File: src/pbr_mul.sv
`default_nettype none
module pbr_mul (
	input  wire logic               clk,
	input  wire logic signed [32:0] a,
	input  wire logic signed [32:0] b,
	output logic signed [65:0]      p
);
	always_ff @(posedge clk) begin
		p <= a * b;
	end
endmodule
`default_nettype wire

File: config.mk
export PLATFORM = sky130hd
export DESIGN_NAME = pbr_mul
export DESIGN_NICKNAME = d
export VERILOG_FILES = /design/src/pbr_mul.sv
export SDC_FILE = /design/constraint.sdc
export NUM_CORES = 2
export LEC_CHECK = 0
export BUFFER_PORTS_ARGS = -buffer_cell sky130_fd_sc_hd__buf_2
export CORE_MARGIN = 2
export CORE_UTILIZATION = 45
export DETAILED_ROUTE_END_ITERATION = 16
export PLACE_DENSITY = 0.69
export SYNTH_ARGS = -nofsm -noshare
export SYNTH_HDL_FRONTEND = slang
export SYNTH_SLANG_ARGS = --single-unit
File: constraint.sdc
create_clock -name clk -period 16.4 [get_ports clk]
set_input_delay 2.46 -clock clk [delete_from_list [all_inputs] [get_ports clk]]
set_output_delay 2.46 -clock clk [all_outputs]
set_load 0.01 [all_outputs]
==> flow_summary.yaml <==
drt:
  drt_iter0_drc: 1817
  dr_wl_met2_mm: 54.8
  vias: 28249
  firstDrtPassIters: 5
  finalWirelength_mm: 105
  detail-route-antenna-nets: 0
  dr_wl_met3_mm: 5.82
  routedWlPerCell_um: 19.2
  route.top_layer_used: "met5"
  via_per_inst: 5.17
  drcViolationCount: 0
  met1_length_mm: 40.1
cells_and_area:
  top_regs: "p x66"
  largest_reg_flops: 66
  stdcell_area_um2: 42500
  drive_gt1_share_pct: 4.72
  final_nets: 5706
  areaGrowthSynthToFinish_pct: 4.31
  regMostFlops: "p"
floorplanning:
  rows: 110
  die_x_um: 305
  design.die.area_um2: 92900
  boundaryPins: 133
  start_util_pct: 45.3
  coreArea_um2: 89900
  die_y_um: 305
worst_setup_path:
  criticalPathCategory: "in2reg"
  crit_arrival_ns: 10.82
  crit_path_start_kind: "input port"
  crit_fanout: 33
  required_ns: 16.67
  end_kind: "flip-flop"
clocking:
  tritoncts: "built"
  cts_made_buffers: 9
  ctsResizeCount: 0
  ctsHoldBuffers: 0
  htreeDepth: 3
  cts.clk_slew.worst_paths_ns: 0.08
  cts_buffer_depth: 2
  clock-root-buffer: "clkbuf_16"
  cts.sinks: 66
  post_cts_buffers: 0
hold_path:
  hold-path-cell-count: 2
  holdCritPathClass: "in2reg"
  holdPathEnd: "p[0]"
  hp-start: "b[0]"
placement:
  gp_congestion: 0.948
  place_area_um2: 42100
  hpwl_mm: 86.8
  io_buffers: 132
global_route:
  grt_max_degree: 34
  antenna_found_initial: 4
  gr-usage-all-layers_pct: 24.0
  grt_pass1_wl_mm: 173
  grt_pass1_vias: 31474
  grt-ovfl-total: 0
timing:
  worstMarginPinSlew_ns: 1.12
  rsz0062_at_grt: "no"
  slew_headroom_pct: 25.6
  period_minus_slack_ns: 10.54
  finalSetupViolCount: 0
  drv_slew: 0
  hold_viol: 0
  timing.final.crit_share_pct: 64.3
  max_freq_ghz: 0.0949
  whs_ns: 2.67
  final.setup.tns_ns: 0
logic_synthesis:
  synth_edf_count: 0
  syn_area_per_cell_um2: 9.39
  async_reset_ff_share_pct: 0
  synth-seq-area-share_pct: 3.24
  synth_nets: 5767
  synthCells: 4338
  ys_types: 80
  syn_area_um2: 40700
  synth_most_common_cell: "fa_1"
  synth-main-ff-cell: "dfxtp_1"
  yosysTopAreaCellShare_pct: 56.3
  synth_warnings: 0
  synth_common_cells: "1145 x fa_1, 1131 x inv_1, 562 x and2_1"
  yosys.area.top_type: "fa_1"
  ys_ff_latch: 66
  yosys-top-cells-area: "fa_1 56%, inv_1 10%, and2_1 8.6%"
flow_run:
  drv_cap: 0
outcome:
  status: "completed"
==> layer usage <==
layer / GRT usage (%) / vias up
li1: - / 12195
met1: 30.1 / 14959
met2: 42.3 / 891
met3: 3.11 / 202
met4: 9.18 / 2
met5: 0 / -
==> layout make-up <==
cell class,instances,area [um2]
clock inverter,7,118
sequential,66,1320
fill,8534,47400
clock buffer,9,225
inverter,1131,4250
timing repair buffer,149,788
antenna,1,2.50
multi-input combinational,2920,34300
tap,1176,1470
==> cell families after synthesis <==
logic type                 after synthesis  synth area share [%]
AOI/OAI and AO/OA                      219                  4.07
xor gates and xnor gates                68                  1.46
adders and majority gates             1362                  62.9
buffers and inverters                 1352                  12.5
DFF                                     66                  3.24
and+or+nand+nor                       1271                  15.8
==> worst max-delay path: stages <==
cell and delay, ns:
buf_2 0.54, nand2_1 0.21, inv_1 0.17, fa_1 0.48, fa_1 0.63, fa_1 0.68, fa_1 1.33, fa_1 0.60
fa_1 0.53, fa_1 0.51, inv_1 0.05, fa_1 0.48, inv_1 0.05, ha_1 0.38, and3_1 0.22, nand3_1 0.12
nand2b_1 0.22, nor2_1 0.10, a211oi_4 0.50, a21oi_2 0.16, nor4b_2 0.29, a311oi_1 0.08
==> per-stage QoR <==
stage          instances  util [%]  setup slack [ns]
2_1_floorplan       4338         -              6.70
3_3_place_gp        5442      46.9              5.57
3_5_place_dp        5442      46.9              5.44
4_1_cts             5458      47.3              5.87
5_1_grt             5458      47.3              5.41
6_report            5459      47.3              5.86
==> layout by cell type (no fill, tap or decap), drive strengths merged, types with 3 or more instances in the layout <==
cell,count
o211ai,5
bufinv,3
or2,3
a21boi,3
xnor2,43
or3,3
a211oi,11
o21ai,33
nor2b,5
nand2b,12
dfxtp,66
xor2,25
a31oi,9
a21o,38
nor3,7
nand2,551
a221oi,3
buf,149
clkinv,4
o31ai,7
and3,6
nand3,26
ha,217
o21a,6
nor4,3
inv,1131
o21bai,11
nand4,12
a21oi,61
nor2,68
fa,1145
and2,563
a211o,6
and4,5
clkbuf,9
==> worst max path at each step <==
stage,start,endpoint,depth (start not counted)
finish,a[32],p[58],22
detailed placement,a[32],p[58],22
CTS,a[32],p[58],22
global route,a[32],p[58],24
floorplan,a[32],p[62],23
global placement,a[32],p[58],22
Power is left out: the tool's default activity adds up to more than one toggle a clock period on the data nets, which glitch-free logic cannot reach.
