==> src/pbr_pkg.sv <==
`default_nettype none
package pbr_pkg;

	typedef enum logic [2:0] {
		KIND_LOAD_OFFSET = 3'd0,
		KIND_LOAD_B1     = 3'd1,
		KIND_RF_SAMPLE   = 3'd2,
		KIND_READ_MZ     = 3'd3,
		KIND_RESET_MAG   = 3'd4
	} kind_t;

	typedef enum logic [1:0] {
		CFG_DT_TURN_SCALE    = 2'd0,
		CFG_FREQ_POINTS_USED = 2'd1,
		CFG_B1_POINTS_USED   = 2'd2
	} cfg_index_t;

	localparam logic signed [31:0] ONE_Q30 = 32'sd1073741824;
	localparam logic signed [33:0] CORDIC_GAIN_Q30 = 34'sd652032874;

	// arctan(2^-i) in Q0.32 turns, truncated
	function automatic logic [31:0] atan_turn(input logic [4:0] i);
		logic [31:0] r;
		unique case (i)
			5'd0:  r = 32'h20000000;
			5'd1:  r = 32'h12E4051D;
			5'd2:  r = 32'h09FB385B;
			5'd3:  r = 32'h051111D4;
			5'd4:  r = 32'h028B0D43;
			5'd5:  r = 32'h0145D7E1;
			5'd6:  r = 32'h00A2F61E;
			5'd7:  r = 32'h00517C55;
			5'd8:  r = 32'h0028BE53;
			5'd9:  r = 32'h00145F2E;
			5'd10: r = 32'h000A2F98;
			5'd11: r = 32'h000517CC;
			5'd12: r = 32'h00028BE6;
			5'd13: r = 32'h000145F3;
			5'd14: r = 32'h0000A2F9;
			5'd15: r = 32'h0000517C;
			5'd16: r = 32'h000028BE;
			5'd17: r = 32'h0000145F;
			5'd18: r = 32'h00000A2F;
			5'd19: r = 32'h00000517;
			5'd20: r = 32'h0000028B;
			5'd21: r = 32'h00000145;
			5'd22: r = 32'h000000A2;
			5'd23: r = 32'h00000051;
			5'd24: r = 32'h00000028;
			5'd25: r = 32'h00000014;
			5'd26: r = 32'h0000000A;
			5'd27: r = 32'h00000005;
			5'd28: r = 32'h00000002;
			5'd29: r = 32'h00000001;
			default: r = 32'h00000000;
		endcase
		return r;
	endfunction

	function automatic logic signed [31:0] clamp_q30(input logic signed [66:0] v);
		logic signed [31:0] r;
		if (v > 67'sd1073741824)
			r = ONE_Q30;
		else if (v < -67'sd1073741824)
			r = -ONE_Q30;
		else
			r = v[31:0];
		return r;
	endfunction

	// (v + 2^29) >> 30 with floor, then saturate
	function automatic logic signed [31:0] round_q30(input logic signed [66:0] v);
		logic signed [66:0] t;
		t = (v + 67'sd536870912) >>> 30;
		return clamp_q30(t);
	endfunction

endpackage
`default_nettype wire

==> src/pbr_cordic.sv <==
`default_nettype none
module pbr_cordic #(
	parameter int CORDIC_STEPS = 24
) (
	input  wire logic         clk,
	input  wire logic         arst_n,
	input  wire logic         start,
	input  wire logic [31:0]  angle,
	output logic              busy,
	output logic              done,
	output logic signed [31:0] cos_val,
	output logic signed [31:0] sin_val
);
	import pbr_pkg::*;

	localparam logic [4:0] STEP_LAST = 5'(CORDIC_STEPS - 1);

	logic              busy_q, done_q, flip_q;
	logic [4:0]        i_q;
	logic signed [33:0] x_q, y_q, z_q;
	logic signed [33:0] x_n, y_n, z_n, dx, dy, at;
	logic [31:0]       fold_chk, a_fold;
	logic              flip_c;

	assign fold_chk = angle + 32'h40000000;
	assign flip_c   = fold_chk[31];
	assign a_fold   = flip_c ? (angle + 32'h80000000) : angle;

	always_comb begin
		dx = y_q >>> i_q;
		dy = x_q >>> i_q;
		at = $signed({2'b00, atan_turn(i_q)});
		if (!z_q[33]) begin
			x_n = x_q - dx;
			y_n = y_q + dy;
			z_n = z_q - at;
		end else begin
			x_n = x_q + dx;
			y_n = y_q - dy;
			z_n = z_q + at;
		end
	end

	always_ff @(posedge clk or negedge arst_n) begin
		if (!arst_n) begin
			busy_q <= 1'b0;
			done_q <= 1'b0;
		end else begin
			done_q <= 1'b0;
			if (start) begin
				busy_q <= 1'b1;
			end else if (busy_q && i_q == STEP_LAST) begin
				busy_q <= 1'b0;
				done_q <= 1'b1;
			end
		end
	end

	always_ff @(posedge clk) begin
		if (start) begin
			flip_q <= flip_c;
			x_q    <= CORDIC_GAIN_Q30;
			y_q    <= '0;
			z_q    <= {{2{a_fold[31]}}, a_fold};
			i_q    <= '0;
		end else if (busy_q) begin
			x_q <= x_n;
			y_q <= y_n;
			z_q <= z_n;
			i_q <= i_q + 5'd1;
			if (i_q == STEP_LAST) begin
				cos_val <= flip_q ? -clamp_q30(67'(x_n)) : clamp_q30(67'(x_n));
				sin_val <= flip_q ? -clamp_q30(67'(y_n)) : clamp_q30(67'(y_n));
			end
		end
	end

	assign busy = busy_q;
	assign done = done_q;
endmodule
`default_nettype wire

==> config.mk <==
export PLATFORM = sky130hd
export DESIGN_NAME = pbr_cordic
export DESIGN_NICKNAME = d
export VERILOG_FILES = /design/src/pbr_pkg.sv /design/src/pbr_cordic.sv
export SDC_FILE = /design/constraint.sdc
export NUM_CORES = 1
export LEC_CHECK = 0
export ABC_AREA = 1
export BUFFER_PORTS_ARGS = -buffer_cell sky130_fd_sc_hd__buf_4
export CORE_ASPECT_RATIO = 0.9
export CORE_MARGIN = 10
export CORE_UTILIZATION = 55
export CTS_BUF_LIST = sky130_fd_sc_hd__clkbuf_2 sky130_fd_sc_hd__clkbuf_4 sky130_fd_sc_hd__clkbuf_8
export DETAILED_ROUTE_END_ITERATION = 16
export PLACE_DENSITY = 0.87
export SETUP_SLACK_MARGIN = 0.15
export SLEW_MARGIN = 10
export SYNTH_ARGS = -nofsm -noshare
export SYNTH_HDL_FRONTEND = slang
export SYNTH_SLANG_ARGS = --single-unit
==> constraint.sdc <==
create_clock -name clk -period 7.75 [get_ports clk]
set_clock_uncertainty 0.15 [all_clocks]
set_input_delay 1.55 -clock clk [delete_from_list [all_inputs] [get_ports clk]]
set_output_delay 1.55 -clock clk [all_outputs]
set_load 0.005 [all_outputs]
==> out/summary.md <==
### Die
- **full die area** 0.0475 sq mm
- **height of the die** 208 um
- **floorplan core area** 0.0385 sq mm
- **Placement Rows** 68
- **initial core utilization** 55.9%
- **num ports** 101
- **Horiz. Die Dim** 229 um

### GRT
- **GRT Total Usage** 31.3%
- **initial antenna violation count** 0
- **first-pass GRT wire length** 122000 um
- **number of global-route vias before repair** 22600
- **maximum number of pins on one net before global-route repair** 72
- **remaining global-route overflow** 0

### Yosys
- **average instance area after synthesis** 6.13 sq um
- **primary flip-flop cell chosen by synthesis mapping** sky130_fd_sc_hd__dfxtp_1
- **Area contributors post-synth** sky130_fd_sc_hd__nand2_1 20%, sky130_fd_sc_hd__edfxtp_1 14%, sky130_fd_sc_hd__nand3_1 12%, sky130_fd_sc_hd__dfxtp_1 9.6%, sky130_fd_sc_hd__ha_1 6.6%
- **portion of synthesized cell area occupied by the leading cell type** 20.0%
- **Synth async-reset ratio** 0.980%
- **sequential element share of the synthesized area** 23.6%
- **number of distinct library cells after synthesis** 62
- **EDFF count, synth** 99
- **post-synthesis instance area** 0.0215 sq mm
- **post-synthesis cell count** 3512
- **Yosys top cell by area** sky130_fd_sc_hd__nand2_1
- **total of warnings raised by yosys** 0
- **number of register bits inferred by synthesis** 204
- **Synthesized Nets** 3664

### Placement
- **buffers added on ports** 100
- **last weighted congestion value of the routability-driven placer** 1.05
- **Detail Placement HPWL** 60000 um

### CTS
- **CTS clock-pin slew for the worst setup and hold paths** 0.06 ns
- **number of sinks handled by clock tree synthesis** 204
- **clock latency reported for the late side of the worst-skew pair** 0.59 ns
- **Root Buffer Master** sky130_fd_sc_hd__clkbuf_8
- **number of H-tree levels** 2
- **clock tree from TritonCTS** built
- **total clock buffers created by CTS** 38
- **number of buffers between clock root and the deepest sink** 3
- **number of hold-repair buffers added at the cts stage** 0

### STA
- **maximum operating frequency** 142 MHz
- **setup repair after global routing missed its margin** no
- **period utilisation layout** 90.6%
- **final critical path time including I/O delays and setup** 7.02 ns
- **number of pins exceeding their max-slew limit in the final report** 0
- **headroom to the max-slew limit** 29.9%
- **total setup violations reported at the end of the flow** 0
- **setup TNS** 0 ns
- **worst slew pin tran** 1.04 ns
- **Final Hold Vio Count** 0

### Min path
- **number of cells on the worst hold path** 2
- **start point of the worst min-delay path** y_q[31]
- **Min-Delay Endpoint** y_q[31]
- **path class of the lowest-slack min-delay path** register to register

### Routing
- **Vias per Instance** 5.95
- **Iteration-0 DRC Markers** 3183
- **via count** 24600
- **DRC errors left** 0
- **drt pass-1 iters** 7
- **Antenna Nets Post-Route** 0
- **routed wire length** 78000 um
- **DR WL/cell** 18.9 um

### Critical path
- **Critical R2R Capture** cos_val[13]
- **kind of end point of the critical path** register
- **Critical R2R Launch** i_q[3]
- **largest stage delay on the critical path** 0.54 ns
- **worst reg2reg setup slack** 0.73 ns
- **data arrival time of the critical path** 7.19 ns
- **Max FO, Critical Path** 57
- **worst-path cell with the longest stage delay** sky130_fd_sc_hd__buf_4
- **most frequent cell on the critical path** sky130_fd_sc_hd__nand2_1
- **path depth of the worst reg2reg path** 40
- **WS Path Type** register to register
- **critical path startpoint category** register
- **beginning of the critical path** i_q[3]
- **data required time of the worst path** 7.91 ns

### Outcome
- **run status** completed

### Cells and area
- **Diodes inserted** 0
- **fraction of final layout cells with drive strength greater than 1** 8.88%
- **total number of nets in the final design** 3724
- **growth of design area from synthesis to finish** 10.0%

### Run
- **Max-Cap Viols** 0

==> Yosys cell counts, types with 5 or more instances <==
master and count:
sky130_fd_sc_hd__a21oi_1 119, sky130_fd_sc_hd__a22o_1 9, sky130_fd_sc_hd__a31oi_1 19, sky130_fd_sc_hd__buf_1 22
sky130_fd_sc_hd__buf_2 31, sky130_fd_sc_hd__buf_4 7, sky130_fd_sc_hd__buf_6 10, sky130_fd_sc_hd__clkbuf_1 60
sky130_fd_sc_hd__clkinv_1 5, sky130_fd_sc_hd__dfxtp_1 103, sky130_fd_sc_hd__edfxtp_1 99, sky130_fd_sc_hd__ha_1 114
sky130_fd_sc_hd__inv_1 351, sky130_fd_sc_hd__inv_2 6, sky130_fd_sc_hd__nand2_1 1146, sky130_fd_sc_hd__nand2_2 13
sky130_fd_sc_hd__nand3_1 511, sky130_fd_sc_hd__nand3_2 9, sky130_fd_sc_hd__nand3b_1 19, sky130_fd_sc_hd__nand4_1 46
sky130_fd_sc_hd__nor2_1 281, sky130_fd_sc_hd__nor2_2 9, sky130_fd_sc_hd__nor3_1 33, sky130_fd_sc_hd__nor4_1 5
sky130_fd_sc_hd__o211ai_1 10, sky130_fd_sc_hd__o21ai_0 150, sky130_fd_sc_hd__o21ai_1 20, sky130_fd_sc_hd__o21ai_2 6
sky130_fd_sc_hd__o21bai_1 7, sky130_fd_sc_hd__o22ai_1 25, sky130_fd_sc_hd__o31ai_1 27, sky130_fd_sc_hd__o41ai_1 13
sky130_fd_sc_hd__o41ai_2 6, sky130_fd_sc_hd__or2_2 24, sky130_fd_sc_hd__xnor2_1 44, sky130_fd_sc_hd__xor2_1 108
==> repair_timing <==
item / CTS / global route
hold endpoints to repair: 0 / 0
setup endpoints to repair: 0 / 34
buffers inserted: 0 / 2
gates resized for setup: 0 / 20
==> per-layer routing <==
layer | global-route usage, % | vias to the layer above | routed length, um
li1 | - | 11800 | -
met5 | 0 | - | 0
met1 | 38.7 | 11000 | 30500
met2 | 50.2 | 1439 | 34500
met3 | 4.52 | 306 | 7340
met4 | 20.0 | 0 | 5640
==> critical path: cells and delay by family (launching register included) <==
kind	cells	cell delay, ns
flip-flops	1	0.35
AO/OA/AOI/OAI	4	0.79
AND/OR/NAND/NOR	27	3.28
adder cells (fa/ha/maj)	2	0.51
XOR/XNOR	3	0.61
buffers and inverters	4	0.99
==> cell usage in the layout, fill, tap and decap left out, types with 26 or more instances in the layout <==
cell type / n
sky130_fd_sc_hd__a21oi_1: 118
sky130_fd_sc_hd__buf_4: 141
sky130_fd_sc_hd__clkbuf_8: 46
sky130_fd_sc_hd__dfxtp_1: 99
sky130_fd_sc_hd__edfxtp_1: 99
sky130_fd_sc_hd__ha_1: 114
sky130_fd_sc_hd__inv_1: 349
sky130_fd_sc_hd__nand2_1: 1145
sky130_fd_sc_hd__nand3_1: 509
sky130_fd_sc_hd__nand4_1: 46
sky130_fd_sc_hd__nor2_1: 279
sky130_fd_sc_hd__nor3_1: 32
sky130_fd_sc_hd__o21ai_0: 149
sky130_fd_sc_hd__o31ai_1: 26
sky130_fd_sc_hd__xnor2_1: 44
sky130_fd_sc_hd__xor2_1: 106
==> stage by stage <==
stage          std cells  instance area, sq um  utilization (%)  setup slack, ns  hold WS, ns
5_1_grt             4127                 23700             61.5            0.159        0.395
6_report            4127                 23700             61.5            0.729        0.389
2_1_floorplan       3512                 21500                -             1.50        0.306
3_5_place_dp        4052                 22800             59.1            0.558        0.362
3_3_place_gp        4052                 22800             59.1            0.720        0.355
4_1_cts             4122                 23600             61.1            0.546        0.382
==> worst max-delay path by stage <==
| stage | end | slack (ns) |
|---|---|---|
| finish | cos_val[13] | 0.73 |
| global route | sin_val[18] | 0.16 |
| CTS | cos_val[31] | 0.55 |
| detailed placement | cos_val[22] | 0.56 |
| global placement | cos_val[23] | 0.72 |
| floorplan | cos_val[10] | 1.50 |
==> registers in the layout, indices dropped and copies added, names as in the netlist <==
register  count
flip_q        1
cos_val      32
sin_val      32
y_q          34
x_q          34
i_q           5
z_q          34
busy          1
at           30
done          1
==> area by class of cell <==
type	count	area, sq um
well taps	525	657
inverters	364	1380
repair buffers	150	1240
multi-input cells	2814	14500
clock inverters	18	125
fillers	3692	14800
clock buffers	52	678
flip-flops and latches	204	5090
==> cell families after synthesis <==
family	synth area share (%)
compound gates	12.1
xor+xnor	6.18
fa+ha+maj	6.90
buf+inv	9.35
flops	23.6
simple gates	41.9
Power is not shown: default switching activity piles up to over one toggle a cycle in this logic, so the estimate is an artifact.
